--- src/hw/rtl/teqtr_pkg.sv ---
// Shared constants, types and helper functions of the two-root trigonometric solver.
// Depends on nothing; every other file of the block refers to it by scoped names.
`timescale 1ns / 1ps
`default_nettype none

package teqtr_pkg;

    localparam int CORDIC_STEPS    = 24;
    localparam int ANGLE_FRAC_BITS = 28;

    localparam int IN_W        = 32;
    localparam int OUT_W       = 31;
    localparam int SQRT_STEPS  = 32;
    localparam int RAD_W       = 64;
    localparam int REM_W       = 36;
    localparam int VEC_W       = 56;
    localparam int Z_W         = 64;
    localparam int BS_W        = 52;
    localparam int F_W         = 5;
    localparam int F_MAX       = 20;
    localparam int SHIFT_W     = 5;
    localparam int NORM_STAGES = 6;
    localparam int NORM_MSB    = 40;
    localparam int RND_SH      = 60 - ANGLE_FRAC_BITS;
    localparam int ANG_W       = Z_W - RND_SH;
    localparam int SUM_W       = ANG_W + 2;

    localparam logic signed [Z_W-1:0] PI_Q60 = 64'sh3243F6A8885A308D;
    localparam logic signed [Z_W-1:0] RND_HALF = 64'sd1 <<< (RND_SH - 1);
    localparam logic signed [ANG_W-1:0] PI_Q = ANG_W'((PI_Q60 + RND_HALF) >>> RND_SH);

    typedef enum logic [1:0] {
        ST_OK          = 2'd0,
        ST_NO_SOLUTION = 2'd1,
        ST_DEGENERATE  = 2'd2
    } status_t;

    typedef struct packed {
        logic                     valid;
        status_t                  status;
        logic                     low_ratio;
        logic signed [IN_W-1:0]   cs;
        logic signed [IN_W-1:0]   cc;
        logic signed [BS_W-1:0]   bs;
    } side_t;

    typedef struct packed {
        side_t                    side;
        logic [RAD_W-1:0]         n;
        logic [REM_W-1:0]         rem;
        logic [SQRT_STEPS-1:0]    root;
    } sq_t;

    typedef struct packed {
        logic                     valid;
        status_t                  status;
        logic                     low_ratio;
    } tag_t;

    typedef struct packed {
        logic signed [VEC_W-1:0]  x;
        logic signed [VEC_W-1:0]  y;
        logic signed [Z_W-1:0]    z;
    } vec_t;

    typedef struct packed {
        tag_t                     tag;
        vec_t                     va;
        vec_t                     vp;
    } cstage_t;

    // Restoring long division, evaluated only while the angle table is built.
    function automatic logic [63:0] udiv64(logic [63:0] num, logic [63:0] den);
        logic [63:0] q;
        logic [63:0] r;
        q = '0;
        r = '0;
        for (int b = 63; b >= 0; b--) begin
            r = {r[62:0], num[b]};
            if (r >= den) begin
                r    = r - den;
                q[b] = 1'b1;
            end
        end
        return q;
    endfunction

    // atan(2^-i) in Q.60: pi/4 for i = 0, else from the truncated Taylor series.
    function automatic logic signed [Z_W-1:0] atan_q60(int i);
        logic signed [Z_W-1:0] acc;
        logic signed [Z_W-1:0] term;
        int e;
        acc = '0;
        if (i == 0) begin
            acc = PI_Q60 >>> 2;
        end
        else begin
            for (int k = 0; k < 31; k++) begin
                e = i * (2 * k + 1);
                if (e <= 60) begin
                    term = $signed(udiv64(64'd1 << (60 - e), 64'(2 * k + 1)));
                    acc  = (k % 2 == 1) ? acc - term : acc + term;
                end
            end
        end
        return acc;
    endfunction

endpackage

`default_nettype wire

--- src/hw/rtl/teqtr_cordic_cell.sv ---
// One CORDIC vectoring iteration applied to both angle vectors of an item.
// Depends on teqtr_pkg; the shift and the table angle are tied off per position.
`timescale 1ns / 1ps
`default_nettype none

module teqtr_cordic_cell (
    input  wire logic                                 clk,
    input  wire logic                                 rst_n,
    input  wire logic                                 en,
    input  wire logic [teqtr_pkg::SHIFT_W-1:0]        shift,
    input  wire logic signed [teqtr_pkg::Z_W-1:0]     angle,
    input  wire teqtr_pkg::cstage_t                   prev,
    output teqtr_pkg::cstage_t                        next
);

    teqtr_pkg::cstage_t  cell_reg, cell_next;

    function automatic teqtr_pkg::vec_t rotate(teqtr_pkg::vec_t v,
                                               logic [teqtr_pkg::SHIFT_W-1:0] s,
                                               logic signed [teqtr_pkg::Z_W-1:0] t);
        logic signed [teqtr_pkg::VEC_W-1:0] dx;
        logic signed [teqtr_pkg::VEC_W-1:0] dy;
        teqtr_pkg::vec_t r;
        dx = v.x >>> s;
        dy = v.y >>> s;
        if (v.y < 0) begin
            r.x = v.x - dy;
            r.y = v.y + dx;
            r.z = v.z - t;
        end
        else begin
            r.x = v.x + dy;
            r.y = v.y - dx;
            r.z = v.z + t;
        end
        return r;
    endfunction

    always_comb
    begin
        cell_next.tag = prev.tag;
        cell_next.va  = rotate(prev.va, shift, angle);
        cell_next.vp  = rotate(prev.vp, shift, angle);
    end

    always_ff @(posedge clk or negedge rst_n)
    begin
        if (!rst_n) begin
            cell_reg <= '0;
        end
        else if (en) begin
            cell_reg <= cell_next;
        end
    end

    assign next = cell_reg;

endmodule

`default_nettype wire

--- config.mk ---
export PLATFORM = sky130hd
export DESIGN_NAME = teqtr_cordic_cell
export DESIGN_NICKNAME = d
export VERILOG_FILES = /design/src/hw/rtl/teqtr_pkg.sv /design/src/hw/rtl/teqtr_cordic_cell.sv
export SDC_FILE = /design/constraint.sdc
export NUM_CORES = 2
export LEC_CHECK = 0
export BUFFER_PORTS_ARGS = -buffer_cell sky130_fd_sc_hd__buf_4
export CAP_MARGIN = 25
export CORE_ASPECT_RATIO = 0.5
export CORE_MARGIN = 1
export CORE_UTILIZATION = 40
export CTS_CLUSTER_SIZE = 25
export DETAILED_ROUTE_END_ITERATION = 10
export PLACE_DENSITY = 0.61
export SYNTH_ARGS = -nofsm -noshare
export SYNTH_HDL_FRONTEND = slang
export SYNTH_SLANG_ARGS = --single-unit
--- constraint.sdc ---
create_clock -name clk -period 1.05 [get_ports clk]
set_input_delay 0.0525 -clock clk [delete_from_list [all_inputs] [get_ports clk]]
set_output_delay 0.0525 -clock clk [all_outputs]
set_load 0.05 [all_outputs]
### After elaboration in Yosys (flattened, before gate mapping)

Index checks and enable logic that the tools add are counted.

* input bits: 428
* output and inout bits: 356
* flip-flop bits (word level): 356
* word-level logic and storage cells: 29

* magnitude comparators: 2
* multiplexer cells: 2
* shift operators: 4
* add/sub/neg operators: 12

Operators by type and width (number)
* 2-to-1 mux 176 bit: 2
* adder 56 bit: 4
* >>> shifter 56 x 5 -> 56 bit: 4
* subtractor 56 bit: 4
* adder 64 bit: 2
* subtractor 64 bit: 2
* < comparator 56 x 1 -> 1 bit, second input constant: 2

### Logic depth before layout (Yosys ltp)

* word-level depth: 3
* gate-level depth with buffers: 37
* depth with buffers taken out: 26

### Least setup slack after synthesis

No wires, ideal clock.

* path kind: input-to-reg
* from: in shift[4] in the netlist's numbering
* to: reg cell_reg (netlist bit next[290])
* required time: 0.925 ns
* library setup time: 0.125 ns
* path buffers: 12
* arrival time: 7.151 ns
* stages: 36
* path slack: -6.225 ns
* cells stage by stage: clkbuf_1 buf_2 buf_2 buf_2 buf_2 buf_2 buf_2 buf_1 clkbuf_1 clkbuf_1 buf_2 clkbuf_1 o21ai_0 a21oi_1 nor2_1 nor2_1 ha_1 nand3_1 nor3_1 nor2b_1 inv_1 nor2_1 a21oi_1 xor2_1 ha_1 a21o_1 a21o_1 a21oi_1 o21ai_0 or4_1 o22a_1 and4_1 a21oi_1 o31a_1 xnor2_1 mux2_2

* cells in the longest elaborated chain, start to end: 3
* elaborated cells on any way between the ends: 4
* those cells by class: 2 x add/sub; 1 x shift; 1 x mux

RTL lines
* start: declaration: line teqtr_cordic_cell.sv:10 `input wire logic [teqtr_pkg::SHIFT_W-1:0] shift,`
* >>> shifter 56 x 5 -> 56 bit (*): line teqtr_cordic_cell.sv:24 `dx = v.x >>> s;`
* subtractor 56 bit or adder 56 bit (tied branches): line teqtr_cordic_cell.sv:33, teqtr_cordic_cell.sv:28
* 2-to-1 mux 176 bit (*): line teqtr_cordic_cell.sv:26 `if (v.y < 0) begin`
* end signal: assignment: line teqtr_cordic_cell.sv:52 `cell_reg <= cell_next;`
* end: declaration: line teqtr_cordic_cell.sv:16 `teqtr_pkg::cstage_t cell_reg, cell_next;`

Mark *: on every way between the ends. The rest lies on a longest branch, timed or not.
A chain may end at the register's enable or synchronous reset.

### Worst setup path after layout

* from: in shift[3] in the netlist's numbering
* to: reg cell_reg (netlist bit next[107])

The elaborated chain is that of the path after synthesis.

==> flow_summary_export.csv <==
group,metric,value,unit
floorplan,die-area,148000,µm²
min_path,hold_path.class,"input pin to flop",
grt,grt.total_usage,45.8,%
synthesis,yosysSeqAreaShare,15.2,%
layout,regArea,8910,µm²
floorplan,boundaryPins,784,
power,power_leakage,45.3,nW
layout,finish.utilization,67.0,%
clock_network,clockBufferDepth,3,
setup_path,worst_path_largest_cell_delay,0.49,ns
outcome,status,"finished with violations",
layout,syn_to_final_growth,64.6,%
setup_path,path_common_cell,"buf_4",
layout,multiInputGateArea,50600,µm²
grt,antenna_found_initial,41,
drt,drt_iter0_markers,8911,
drt,ant_nets,0,
setup_path,crit_fanout,17,
timing,slew_headroom,28.2,%
setup_path,r2r_cells,2,
setup_path,cp-end-kind,"flop",
timing,fmaxAchievable,178,MHz
setup_path,reg2reg_slack,0.02,ns
grt,grt_pass1_vias,72700,
setup_path,cp_slowest_cell,"mux4_2",
setup_path,crit_buf_inv,7,
synthesis,yosys_register_bits,356,
min_path,hold_depth,3,
timing,post-route-period-util,534,%
floorplan,fp.dieH,273,µm
synthesis,synth_top_cell_by_area,"dfrtp_1",
timing,drv_slew,0,
placed_design,gp_congestion,1.12,
layout,fin_cells,12500,
setup_path,cp.arrival,6.17,ns
grt,grt_pass1_wl,498,mm
floorplan,rows,98,
grt,globalRouteOverflowTotal,0,
drt,drt_first_pass_iters,7,
floorplan,coreArea,144000,µm²
setup_path,worst_ep_required_time,1.61,ns
synthesis,syn_area,58700,µm²
grt,grt_max_degree,80,
setup_path,path_delay_family,"simple AND/OR/NAND/NOR gates",
synthesis,synth.most_common_cell,"a21oi_1",
timing,rsz0062_at_grt,"true",
clock_network,cts_num_sinks,356,
synthesis,ys_top_cells_by_count,"a21oi_1, nor2_1, nand2_1",
timing,fin_ws,-4.56,ns
power,power_density,1590,nW/µm²
floorplan,initial_core_util,40.7,%
min_path,min_to,"next[65]",
drt,routed-via-count,75600,
synthesis,avgSynthCellArea,8.66,µm²
placed_design,dp_hpwl,291,mm
layout,fin_nets,11200,
drt,avgRoutedWirePerCell,28.3,µm
timing,tightest_slew,1.08,ns
placed_design,io_buffer_count,783,
setup_path,path_class,"input pin to flop",
outcome,failed_checks,"hold timing, setup timing",
synthesis,syn-instance-count,6781,
synthesis,synth_top_area_share,15.2,%
timing,final_hold_viol_count,18,
clock_network,cts-root-buf,"clkbuf_16",
min_path,worstHoldStart,"prev[65]",
setup_path,reg2reg_from,"next[116]",
clock_network,ctsHtreeMaxLevel,2,
clock_network,holdBufCountCts,9,
timing,clock-skew-final,0,ns
placed_design,dpl.cell_count,12100,
power,ir_drop,2.97,mV
timing,fin_crit,5.61,ns
clock_network,path_clk_slew,0.07,ns
synthesis,async_reset_ff_share,100,%
floorplan,die_x,544,µm
synthesis,synth_edf_count,0,
clock_network,cts-buffers-inserted,40,
setup_path,r2r-end,"next[116]",
synthesis,synth.distinct_cells,107,
synthesis,yosysWarningCount,0,
drt,wirelength,353,mm
layout,drive_above_1_share,52.2,%
layout,largest_reg_flops,356,
synthesis,synth.area.top_cells,"dfrtp_1, mux4_2, mux2_2, ha_1, xnor2_1",
setup_path,worst_setup_path_start_kind,"input pin",
timing,holdWs,-0.141,ns
clock_network,tritoncts,"yes",
drt,drc,0,
clock_network,clk_latency,0.67,ns
synthesis,ys.flop_type,"dfrtp_1",
job,max_cap_viol_count,0,
timing,setup_viol,726,
drt,via_per_inst,6.07,
layout,filler_cell_count,12200,
synthesis,synth_nets,7582,
==> layout make-up <==
cell class / instances / area share [%]
Multi-Input combinational cell: 5866 / 52.4
Timing Repair Buffer: 4041 / 33.8
Sequential cell: 356 / 9.22
Tap cell: 1950 / 2.52
Clock buffer: 51 / 1.15
Inverter: 132 / 0.546
Clock inverter: 20 / 0.300
Antenna cell: 36 / 0.0932
Timing Repair inverter: 1 / 0.00906
==> layer usage <==
| metal | wire length (µm) | GRT usage (%) | vias to the layer above |
|---|---|---|---|
| met5 | 729 | 2.57 | - |
| met4 | 12900 | 14.6 | 26 |
| met3 | 53000 | 22.3 | 691 |
| met2 | 139000 | 63.3 | 4531 |
| met1 | 147000 | 61.3 | 37100 |
| li1 | - | - | 33300 |
==> through the flow <==
stage	TNS, ns	setup slack, ns	instance area (µm²)	hold WS [ns]	total power, mW
finish	-1223.33	-4.56	96700	-0.141	154
detailed placement	-1413.13	-5.53	89800	-0.0664	129
floorplan	-1218.14	-4.80	60200	-0.243	80.0
CTS	-1189.39	-4.27	95000	-0.164	150
global placement	-1401.28	-5.49	89800	-0.0684	129
global route	-1288.44	-4.65	96700	-0.128	160
==> placed cells by master (no fill, tap or decap), types with 51 or more instances in the layout <==
cell type,instances
nand2b_1,53
and2_1,57
xnor2_1,404
nor2_1,546
buf_12,98
buf_6,95
a31oi_1,75
o21ai_0,236
inv_1,121
xor2_1,183
a21o_1,235
a211oi_1,56
ha_1,337
a21oi_1,515
nor2b_1,66
mux2i_1,219
dfrtp_1,356
mux2_2,387
nand2_1,459
o21ai_1,55
a21oi_2,76
o21a_1,64
o211ai_1,51
nand3_1,115
buf_4,3796
mux4_2,342
o21bai_1,53
and3_1,63
nand4_1,80
nor3_1,99
==> how the worst max path moves through the flow <==
stage,start,endpoint,slack [ns],cells past startpoint
2_1_floorplan,shift[1],next[113],-4.80,27
3_3_place_gp,shift[1],next[115],-5.49,26
3_5_place_dp,shift[1],next[115],-5.53,26
4_1_cts,shift[1],next[107],-4.27,27
5_1_grt,shift[1],next[348],-4.65,29
6_report,shift[3],next[107],-4.56,29
==> repair_timing <==
item,CTS,global route
endpoints found under the setup margin,706,726
pin swaps,206,213
resized for setup,454,241
endpoints found under the hold margin,427,13
buffers inserted,148,68
gates cloned,16,1
==> report_power, final <==
part / switching [mW] / leakage, nW / internal, mW
Clock: 7.51 / 0.678 / 8.43
Combinational: 65.9 / 40.5 / 48.9
Sequential: 3.86 / 4.17 / 19.3
Total: 77.3 / 45.3 / 76.6
==> kinds of logic (layout without fill, tap and decap cells) <==
| family | Yosys count | count (layout) | synth area share [%] |
|---|---|---|---|
| AOI/OAI and AO/OA | 1976 | 1976 | 21.9 |
| xor gates and xnor gates | 610 | 610 | 9.10 |
| DFF | 356 | 356 | 15.2 |
| adders and majority gates | 373 | 373 | 8.02 |
| buffers and inverters | 559 | 4245 | 4.60 |
| and+or+nand+nor | 1907 | 1907 | 16.0 |
| muxes | 1000 | 1000 | 25.2 |
| other | 0 | 36 | 0 |
==> worst reg2reg max path, cell delays in order, from the launching register on <==
cell,delay (ns)
dfrtp_1,0.40
a211o_1,0.30
a211o_1,0.22
Note: power is estimated with default switching activity, not from simulation.
