File: src/hw/rtl/teqtr_pkg.sv
// Shared constants, types and helper functions of the two-root trigonometric solver.
// Depends on nothing; every other file of the block refers to it by scoped names.
`timescale 1ns / 1ps
`default_nettype none

package teqtr_pkg;

    localparam int CORDIC_STEPS    = 24;
    localparam int ANGLE_FRAC_BITS = 28;

    localparam int IN_W        = 32;
    localparam int OUT_W       = 31;
    localparam int SQRT_STEPS  = 32;
    localparam int RAD_W       = 64;
    localparam int REM_W       = 36;
    localparam int VEC_W       = 56;
    localparam int Z_W         = 64;
    localparam int BS_W        = 52;
    localparam int F_W         = 5;
    localparam int F_MAX       = 20;
    localparam int SHIFT_W     = 5;
    localparam int NORM_STAGES = 6;
    localparam int NORM_MSB    = 40;
    localparam int RND_SH      = 60 - ANGLE_FRAC_BITS;
    localparam int ANG_W       = Z_W - RND_SH;
    localparam int SUM_W       = ANG_W + 2;

    localparam logic signed [Z_W-1:0] PI_Q60 = 64'sh3243F6A8885A308D;
    localparam logic signed [Z_W-1:0] RND_HALF = 64'sd1 <<< (RND_SH - 1);
    localparam logic signed [ANG_W-1:0] PI_Q = ANG_W'((PI_Q60 + RND_HALF) >>> RND_SH);

    typedef enum logic [1:0] {
        ST_OK          = 2'd0,
        ST_NO_SOLUTION = 2'd1,
        ST_DEGENERATE  = 2'd2
    } status_t;

    typedef struct packed {
        logic                     valid;
        status_t                  status;
        logic                     low_ratio;
        logic signed [IN_W-1:0]   cs;
        logic signed [IN_W-1:0]   cc;
        logic signed [BS_W-1:0]   bs;
    } side_t;

    typedef struct packed {
        side_t                    side;
        logic [RAD_W-1:0]         n;
        logic [REM_W-1:0]         rem;
        logic [SQRT_STEPS-1:0]    root;
    } sq_t;

    typedef struct packed {
        logic                     valid;
        status_t                  status;
        logic                     low_ratio;
    } tag_t;

    typedef struct packed {
        logic signed [VEC_W-1:0]  x;
        logic signed [VEC_W-1:0]  y;
        logic signed [Z_W-1:0]    z;
    } vec_t;

    typedef struct packed {
        tag_t                     tag;
        vec_t                     va;
        vec_t                     vp;
    } cstage_t;

    // Restoring long division, evaluated only while the angle table is built.
    function automatic logic [63:0] udiv64(logic [63:0] num, logic [63:0] den);
        logic [63:0] q;
        logic [63:0] r;
        q = '0;
        r = '0;
        for (int b = 63; b >= 0; b--) begin
            r = {r[62:0], num[b]};
            if (r >= den) begin
                r    = r - den;
                q[b] = 1'b1;
            end
        end
        return q;
    endfunction

    // atan(2^-i) in Q.60: pi/4 for i = 0, else from the truncated Taylor series.
    function automatic logic signed [Z_W-1:0] atan_q60(int i);
        logic signed [Z_W-1:0] acc;
        logic signed [Z_W-1:0] term;
        int e;
        acc = '0;
        if (i == 0) begin
            acc = PI_Q60 >>> 2;
        end
        else begin
            for (int k = 0; k < 31; k++) begin
                e = i * (2 * k + 1);
                if (e <= 60) begin
                    term = $signed(udiv64(64'd1 << (60 - e), 64'(2 * k + 1)));
                    acc  = (k % 2 == 1) ? acc - term : acc + term;
                end
            end
        end
        return acc;
    endfunction

endpackage

`default_nettype wire

File: src/hw/rtl/teqtr_sqrt_cell.sv
// One cell of the square root chain: settles one root bit from two radicand bits.
// Depends on teqtr_pkg.
`timescale 1ns / 1ps
`default_nettype none

module teqtr_sqrt_cell (
    input  wire logic          clk,
    input  wire logic          rst_n,
    input  wire logic          en,
    input  wire teqtr_pkg::sq_t prev,
    output teqtr_pkg::sq_t     next
);

    teqtr_pkg::sq_t                   cell_reg, cell_next;
    logic [teqtr_pkg::REM_W-1:0]      rem_sh;
    logic [teqtr_pkg::REM_W-1:0]      trial;

    always_comb
    begin
        cell_next = prev;
        rem_sh = {prev.rem[teqtr_pkg::REM_W-3:0], prev.n[teqtr_pkg::RAD_W-1 -: 2]};
        trial  = {2'b00, prev.root, 2'b01};
        cell_next.n = prev.n << 2;
        if (rem_sh >= trial) begin
            cell_next.rem  = rem_sh - trial;
            cell_next.root = {prev.root[teqtr_pkg::SQRT_STEPS-2:0], 1'b1};
        end
        else begin
            cell_next.rem  = rem_sh;
            cell_next.root = {prev.root[teqtr_pkg::SQRT_STEPS-2:0], 1'b0};
        end
    end

    always_ff @(posedge clk or negedge rst_n)
    begin
        if (!rst_n) begin
            cell_reg <= '0;
        end
        else if (en) begin
            cell_reg <= cell_next;
        end
    end

    assign next = cell_reg;

endmodule

`default_nettype wire

File: config.mk
export PLATFORM = sky130hd
export DESIGN_NAME = teqtr_sqrt_cell
export DESIGN_NICKNAME = d
export VERILOG_FILES = /design/src/hw/rtl/teqtr_pkg.sv /design/src/hw/rtl/teqtr_sqrt_cell.sv
export SDC_FILE = /design/constraint.sdc
export NUM_CORES = 1
export LEC_CHECK = 0
export BUFFER_PORTS_ARGS = -buffer_cell sky130_fd_sc_hd__buf_2
export CAP_MARGIN = 0
export CORE_AREA = 3 3 197 199
export CTS_CLUSTER_DIAMETER = 100
export DETAILED_ROUTE_END_ITERATION = 16
export DIE_AREA = 0 0 200 202
export PLACE_DENSITY_LB_ADDON = 0.25
export RECOVER_POWER = 25
export SKIP_LAST_GASP = 1
export SLEW_MARGIN = 20
export SYNTH_ARGS = -nofsm -noshare
export SYNTH_HDL_FRONTEND = slang
export SYNTH_SLANG_ARGS = --single-unit
File: constraint.sdc
create_clock -name clk -period 2 [get_ports clk]
set_clock_uncertainty 0.15 [all_clocks]
set_input_delay 0.4 -clock clk [delete_from_list [all_inputs] [get_ports clk]]
set_output_delay 0.4 -clock clk [all_outputs]
set_load 0.03 [all_outputs]
# [Yosys cells after proc, flatten, opt, wreduce, memory -nomap -nowiden]
# Cells that the tools add are included.
[word_totals] output_inout_bits=252 regBits=250 mem_bits_rw=0 input_bits=255 mem_bits_ro=0 memories=0 latchBits=0
[classes] multipliers=0 magnitude_cmp=1 n_addsub=1 eq_ne=0 mux=1 reduce_logical=0 n_div=0 bitwise_logic=0 n_shift=0
[ops] op="68-bit two-way mux" n=1
[ops] op="36-bit by 34-bit >= comparator with 1-bit output" n=1
[ops] op="36-bit by 34-bit subtractor with 36-bit output" n=1

# [Depth between registers and ports, before layout]
# Gate-level depths: netlist of the first run.
[depth] ltp_word=2 depth_mapped=13 depth_no_buf=10

# [Worst setup path after synthesis of the first run]
# Ideal clock, no wire load.
[synth_timing] path_kind="input to register" from="in prev[13] in the netlist's numbering" to="reg cell_reg (netlist bit next[46])" path_buffers=1 arrival_time_ns=2.864 setup_slack_ns=-1.083 setup_ns=0.069 path_stages=10 path_cell_list="inv_1 ha_1 clkbuf_2 nand2_1 or4_4 or4_4 a31oi_4 nor2_2 or4_1 nand3_1"
[synth_via] elab_chain_len=2
[synth_lines] element="from (decl)" line_no="teqtr_sqrt_cell.sv:10" rtl="input wire teqtr_pkg::sq_t prev,"
[synth_lines] element="36-bit by 34-bit >= comparator with 1-bit output" line_no="teqtr_sqrt_cell.sv:24" rtl="if (rem_sh >= trial) begin"
[synth_lines] element="68-bit two-way mux" line_no="teqtr_sqrt_cell.sv:24"
[synth_lines] element="to (signal assigned)" line_no="teqtr_sqrt_cell.sv:40" rtl="cell_reg <= cell_next;"
[synth_lines] element="to (decl)" line_no="teqtr_sqrt_cell.sv:14" rtl="teqtr_pkg::sq_t cell_reg, cell_next;"
# No other way between the ends.
# A chain may end at the register's enable or synchronous reset.

# [Final worst setup path of the first run]
[layout_timing] from="in prev[46] in the netlist's numbering" to="reg cell_reg (netlist bit next[55])"
[layout_via] elab_chain_len=2
[layout_lines] element="36-bit by 34-bit subtractor with 36-bit output or 36-bit by 34-bit >= comparator with 1-bit output (tied branches)" line_no="teqtr_sqrt_cell.sv:25, teqtr_sqrt_cell.sv:24"
[layout_lines] element="68-bit two-way mux *" line_no="teqtr_sqrt_cell.sv:24"
# Every way passes the cells marked *; elsewhere a longest branch is shown, timed or not.

==> results list, run 1 <==
- Outcome: finished with violations
- The checks that failed: negative setup slack.
- The tool flagged a number of max-cap violations equal to 0.
* Signal arrival time at the worst endpoint: 2.70 ns
* Clk buf depth: 3
* Final setup vio count: 37
- DR WL/cell: 18.3 µm
- Summed over all cells, the static leakage comes to 9.46 nW.
- Total CTS buffers: 29
* Highest achievable clock rate: 0.416 GHz
* Final number of max-transition violations: 0
- Clock latency of the later-clocked register in the worst-skew pair: 0.56 ns
- Routability-driven placement finished with a final weighted congestion of 0.873.
* Hold crit path type: input pin to register
- Total number of vias: 11.2k
- Cell at the root of the clock tree: sky130_fd_sc_hd__clkbuf_16
- Measured against its own limit, the worst slew margin works out to 0.211.
* Kind of end point of the critical path: register
- Mean area per synthesized cell: 12.1 µm²
* Remaining number of nets flagged by the antenna check after routing: 0
* Number of instances in the synthesized netlist: 958
- Ratio of routed vias to standard cells: 4.68
* Horizontal die dimension: 200 µm
- Period minus WS final: 2.41 ns
* Number of placed instances, taps included: 2,095
- For this run, the leading register cell type out of synthesis is sky130_fd_sc_hd__dfrtp_1.
- The initial antenna violation count is 8.
- Share of synthesized area occupied by flip-flops and latches: 0.539
- The share of synthesized area in the top cell type comes to 0.539.
* Fin crit share: 1.20
* Synth Register Bits: 250
- Once detailed placement completed, the half-perimeter wirelength came to 31,400 µm.
* GRT Total Usage: 0.213
- sky130_fd_sc_hd__dfrtp_1 takes more of the synthesized area than any other cell.
* Total number of H-tree levels: 1
- After clock tree synthesis, the clock-pin slew on the worst setup and hold paths is 0.06 ns.
- Worst setup margin: -0.407 ns
- Initial core utilization: 0.310
- The routed design has 43,800 µm of wire.
- Most common cell in the synthesized netlist: sky130_fd_sc_hd__dfrtp_1
* Yosys warning count: 0
- CTS sink cnt: 250
- The commonest cells after synthesis are 250 x sky130_fd_sc_hd__dfrtp_1, 216 x sky130_fd_sc_hd__mux2_2, 68 x sky130_fd_sc_hd__nand2_1.
- The worst setup path is launched from an input pin.
- Final-stage net count: 2,154
- Among all stages on the critical path, the largest delay is contributed by sky130_fd_sc_hd__a211o_1.
- The register with the most flip-flops in the layout has 250 of them.
- Summed instance area of the synthesized netlist: 11,600 µm²
- Area contributors post-synth: sky130_fd_sc_hd__dfrtp_1 54%, sky130_fd_sc_hd__mux2_2 21%, sky130_fd_sc_hd__ha_1 3.7%, sky130_fd_sc_hd__nand2_1 2.2%, sky130_fd_sc_hd__a31oi_1 1.8%
* Die ar.: 40,400 µm²
- Areal power density over the cells: 795 nW/µm²
* Final hold violation count: 0
* First-pass detailed-route iteration total: 4
* Core area: 37,400 µm²
* CP max stage delay: 0.32 ns
- Counting flops with an async set or reset pin after synthesis yields a share of 1.00.
* Required time at the endpoint of the critical path: 2.29 ns
- Fraction of layout cells with a size suffix above 1: 0.541
- TritonCTS built the clock tree.
* Number of global-route vias before repair: 12.3k
- Maximum fanout encountered on the critical timing path: 4
- Total DRC errors in the routed layout: 0
- GRT Residual Overflow: 0
- List of cells traversed by the critical path: buf_2 -> ha_4 -> buf_4 -> a21o_1 -> buf_4 -> a21oi_1 -> o31ai_1 -> a211o_1 -> o211a_1 -> o32a_1 -> a22oi_2 -> a21oi_2
* Max VDD drop: 0.735 mV
- Maximum number of pins on one net before global-route repair: 64
- After the first detailed-routing iteration, the DRC count stood at 403.
- Overall die height: 202 µm
- Crit Path Class: input pin to register
- The netlist uses 58 different library cells.
* Input/output buffers: 502
- Relative to the synthesized area, the layout overhead comes to 72.5%.
* Count of placed standard cells in the final layout, fillers left out: 2,401
- Unrepaired setup endpoints after global routing: yes
- The floorplan has 71 rows.
* Most prevalent standard cell on the critical path: sky130_fd_sc_hd__buf_4
- At the pin with the least slew margin, the transition time is 1.18 ns.
* Global-route wire length before repair: 68,000 µm
- Pre-CTS worst setup slack: -1.15 ns
- Number of placed I/O pins: 507
- EDFF count, synth: 0
-- layout by cell type, fill, tap and decap left out, types with 4 or more instances in the layout --
master and instances:
sky130_fd_sc_hd__ha_4 13, sky130_fd_sc_hd__xor2_1 7, sky130_fd_sc_hd__nand2_4 4, sky130_fd_sc_hd__o21a_1 8
sky130_fd_sc_hd__inv_2 4, sky130_fd_sc_hd__inv_1 35, sky130_fd_sc_hd__a21oi_2 7, sky130_fd_sc_hd__nand2_2 10
sky130_fd_sc_hd__nand3_1 10, sky130_fd_sc_hd__diode_2 7, sky130_fd_sc_hd__clkbuf_1 18, sky130_fd_sc_hd__o21ai_2 4
sky130_fd_sc_hd__buf_12 12, sky130_fd_sc_hd__nor2b_1 12, sky130_fd_sc_hd__clkinv_2 5, sky130_fd_sc_hd__nor2_1 40
sky130_fd_sc_hd__a21oi_1 29, sky130_fd_sc_hd__ha_1 21, sky130_fd_sc_hd__xnor2_1 18, sky130_fd_sc_hd__buf_6 17
sky130_fd_sc_hd__mux2_2 214, sky130_fd_sc_hd__a31oi_1 28, sky130_fd_sc_hd__dfrtp_1 250, sky130_fd_sc_hd__buf_8 5
sky130_fd_sc_hd__buf_2 489, sky130_fd_sc_hd__buf_4 153, sky130_fd_sc_hd__a21o_1 13, sky130_fd_sc_hd__nor3_1 8
sky130_fd_sc_hd__dlygate4sd3_1 233, sky130_fd_sc_hd__nand4_1 7, sky130_fd_sc_hd__a31oi_4 6, sky130_fd_sc_hd__o21ai_0 15
sky130_fd_sc_hd__clkbuf_16 29, sky130_fd_sc_hd__nand2_1 54, sky130_fd_sc_hd__o21ai_1 9, sky130_fd_sc_hd__o211ai_1 7
-- layer usage --
layer,vias up,part of all wire,GRT usage
li1,5253,-,-
met2,379,0.50,0.365
met3,101,0.067,0.0508
met4,2,0.041,0.0872
met1,5502,0.40,0.255
met5,-,0.00030,0
-- layout make-up --
cell class              instances  area, µm²
fillers                      3261      17400
repair buffers                922       6510
flip-flops and latches        250       6260
multi-input cells             619       5540
clock buffers                  38        769
well taps                     511        639
inverters                      43        176
clock inverters                11        108
diodes                          7       17.5
-- power breakdown --
group	leakage, nW	switching, mW	internal (mW)
clock	0.426	2.20	2.84
sequential	2.92	0.310	5.64
combinational	6.12	2.82	2.11
-- per-stage QoR --
step	power, mW	utilization	TNS [ns]	hold WS, ns	area [µm²]
after floorplan	8.53	-	-26.25	-0.0456	11900
after global placement	10.3	0.433	-36.95	0.240	16200
after detailed placement	10.4	0.433	-38.35	0.240	16200
after CTS	16.0	0.532	-13.24	0.00216	19900
after global routing	16.7	0.535	-12.94	0.0221	20000
final	15.9	0.535	-11.77	0.0267	20000
-- timing repair --
item,CTS,global route
resized for setup,77,33
pin swaps,45,18
endpoints found under the setup margin,37,37
hold endpoints to repair,283,0
gates cloned,3,0
hold buffers,233,0
setup buffers,14,3
-- worst max-delay path: cells and delay by family --
kind	cells	cell delay, ns
adders and majority gates	1	0.25
AOI/OAI and AO/OA	8	1.59
buffers and inverters	3	0.44
-- cell families after synthesis --
kind of cell | synth area share
flops | 0.539
fa+ha+maj | 0.0367
other cells | 0.000323
mux | 0.211
buf+inv | 0.0314
simple gates | 0.0703
compound gates | 0.0927
xor+xnor | 0.0189
-- path summary, 6_finish.rpt --
path,from,end,slack [ns],cells past startpoint
worst max-delay path,prev[46],next[55],-0.41,12
worst min-delay path,prev[30],next[31],0.03,2
worst max register to register,next[65],next[65],0.91,3
worst min register to register,next[232],next[232],0.35,1
max in group asynchronous,rst_n,next[199],0.47,3
min in group asynchronous,rst_n,next[145],0.41,2
(Power assumes the default switching activity.)
==> inputs of run 2 (changes only) <==
- CORE_AREA: 3 3 197 199 -> 3 3 196 198
- DIE_AREA: 0 0 200 202 -> 0 0 199 201
- clock period: 2 -> 2.5 ns (I/O delays scaled with it)
==> run 2 against run 1 <==
  * The flow still finishes with violations (negative setup slack)
  * Largest cell class is now sequential cells
  * Via count is 5.3% lower
  * Worst setup slack better by 0.34 ns
  * Highest routed layer unchanged
  * Register-to-register slack better by 0.53 ns
  * Power fell by 21%
==> results list, run 2 (same netlist as run 1, synthesis figures left out) <==
- The startpoint identified for the worst register-to-register timing path is next[64].
* First-pass detailed-route iteration total: 4
* Cell at the root of the clock tree: sky130_fd_sc_hd__clkbuf_16
- Initial core utilization: 0.316
- The initial antenna violation count came to 3.
- Number of placed instances, taps included: 2,053
* Input/output buffers: 502
- The hold violation count in the final report was 0.
- Hold crit path type: input pin to register
- GRT Total Usage: 0.204
- Registers take 6260 µm².
* Crit Path Class: input pin to register
- CP startpoint kind: input pin
- Dividing the final minimum period by the clock period gives 1.03.
- Most common library cell in the layout ignoring fill and taps: sky130_fd_sc_hd__buf_2
- TritonCTS created 29 clock buffers.
- Counting cells, the worst reg-to-reg path comes to 3.
- Setup repair after global routing could not meet its margin everywhere.
* Critical hold path startpoint: prev[91]
- Worst setup path startpoint: prev[14]
- Total number of vias: 10.6k
- Of all nets on the critical path, the largest fanout is 7.
- Number of placed I/O pins: 507
- Pre-CTS worst setup slack: -0.787 ns
- Outcome: finished with violations
- Filler cell count: 3,343
- Number of max-cap violations: 0
- In the final timing run, aggregate negative setup slack is -0.459 ns.
* Hold Path Sink: next[93]
- The register with the most flip-flops in the layout has 250 of them.
- TritonCTS built the clock tree.
- The multi-input combinational cells in the finished layout cover a total of 5370 µm².
- The net count of the finished layout is 2,039.
* Areal power density over the cells: 672 nW/µm²
* Remaining number of nets flagged by the antenna check after routing: 0
* Post-route total power: 12.5 mW
* Register clock-pin slew on the reported worst setup and hold paths: 0.06 ns
- Global-route wire length before repair: 64,400 µm
* Normalized max-slew margin: 0.630
- Highest achievable clock rate: 0.390 GHz
* Slew at the pin with the worst max-slew slack: 0.555 ns
- Die ar.: 40,000 µm²
* Core area: 36,700 µm²
- Of the cells placed in the final design, the portion with a size suffix greater than 1 is 0.568.
- Post-synthesis to final-layout area growth: 60.5%
- Summed over all layers, the global routing overflow is 0.
- After layout, the worst setup slack is -0.0656 ns.
- In this run the deepest clock path goes through 3 buffers.
* Number of global-route vias before repair: 11.6k
- After the flow finishes, the layout carries non-filler instances totaling 2,240.
* Total number of H-tree levels: 1
- Kind of end point of the critical path: register
* Final HPWL DP: 31,300 µm
- At the end of routability-driven placement, the weighted congestion stood at 0.868.
- Violations in the final reports: negative setup slack
- Signal arrival time at the worst endpoint: 2.90 ns
- Worst hold stages: 2
* Final standard cell utilization of the core: 0.508
- Leading cell types in the layout, fill and taps excluded: 496 x sky130_fd_sc_hd__buf_2, 250 x sky130_fd_sc_hd__dfrtp_1, 215 x sky130_fd_sc_hd__mux2_2
- DR iter-0 viols: 389
* Max VDD drop: 0.593 mV
- Maximum number of pins on one net before global-route repair: 63
* Period minus WS final: 2.57 ns
* Final Cell Area: 18,600 µm²
- STA puts the critical path data required time at 2.84 ns.
- The floorplan has 70 rows.
- Placement Cell Area: 16,100 µm²
* Horizontal die dimension: 199 µm
* Final WL: 41,600 µm
* Endpoint of the worst register-to-register path: next[64]
- Total DRC errors in the routed layout: 0
* Worst Hold Margin: 0.0259 ns
* Leak pwr: 8.99 nW
* Final setup vio count: 16
- Overall die height: 201 µm
* DR WL/cell: 18.6 µm
* Clock latency of the later-clocked register in the worst-skew pair: 0.55 ns
- For flop-to-flop paths, the worst setup slack is 1.44 ns.
- The final max-slew violation count is 0.
- CTS sink cnt: 250
* Ratio of routed vias to standard cells: 4.75
[run 2: cell types whose count changed in the layout (fill, tap and decap cells not counted), sizes merged]
cell         before  now
clkinv            7    5
diode             7    2
buf             677  683
dlygate4sd3     233  124
bufinv            1    0
clkbuf           50   43
[run 2: critical path, cell delays in order]
cell	delay (ns)
sky130_fd_sc_hd__buf_8	0.07
sky130_fd_sc_hd__inv_4	0.03
sky130_fd_sc_hd__ha_4	0.29
sky130_fd_sc_hd__buf_6	0.10
sky130_fd_sc_hd__nand2_4	0.04
sky130_fd_sc_hd__or4_4	0.54
sky130_fd_sc_hd__or4_4	0.46
sky130_fd_sc_hd__a31oi_4	0.24
sky130_fd_sc_hd__nor2_4	0.12
sky130_fd_sc_hd__or4_1	0.41
sky130_fd_sc_hd__nand3_1	0.08
[run 2: worst max-delay path by stage]
stage / slack (ns) / depth (start not counted) / to
finish: -0.07 / 11 / next[47]
global route: -0.1 / 12 / next[50]
CTS: -0.04 / 11 / next[33]
detailed placement: -0.79 / 12 / next[39]
global placement: -0.78 / 13 / next[67]
floorplan: -0.39 / 11 / next[57]
[run 2: layout make-up]
type                    count  area share
repair buffers            807       0.286
diodes                      2    0.000269
flip-flops and latches    250       0.336
multi-input cells         619       0.288
clock inverters             8     0.00363
well taps                 468      0.0314
clock buffers              43      0.0450
inverters                  43     0.00934
[run 2: routing by layer]
layer | track usage | vias to the layer above | part of all wire
li1 | - | 5008 | -
met4 | 0.0645 | 4 | 0.029
met1 | 0.246 | 5192 | 0.40
met3 | 0.0411 | 67 | 0.057
met5 | 0 | - | 0.00082
met2 | 0.363 | 367 | 0.51
[run 2: power by group]
group          switching, mW  total, mW  internal (mW)
combinational           2.18       3.72           1.53
clock                   1.73       4.05           2.32
sequential             0.243       4.75           4.51
[run 2: timing repair]
item	4_1_cts	5_1_grt
buffers inserted	6	3
endpoints found under the hold margin	173	0
resized for setup	25	40
setup endpoints to repair	35	37
cloned	2	0
hold buffers	124	0
pin swaps	7	13
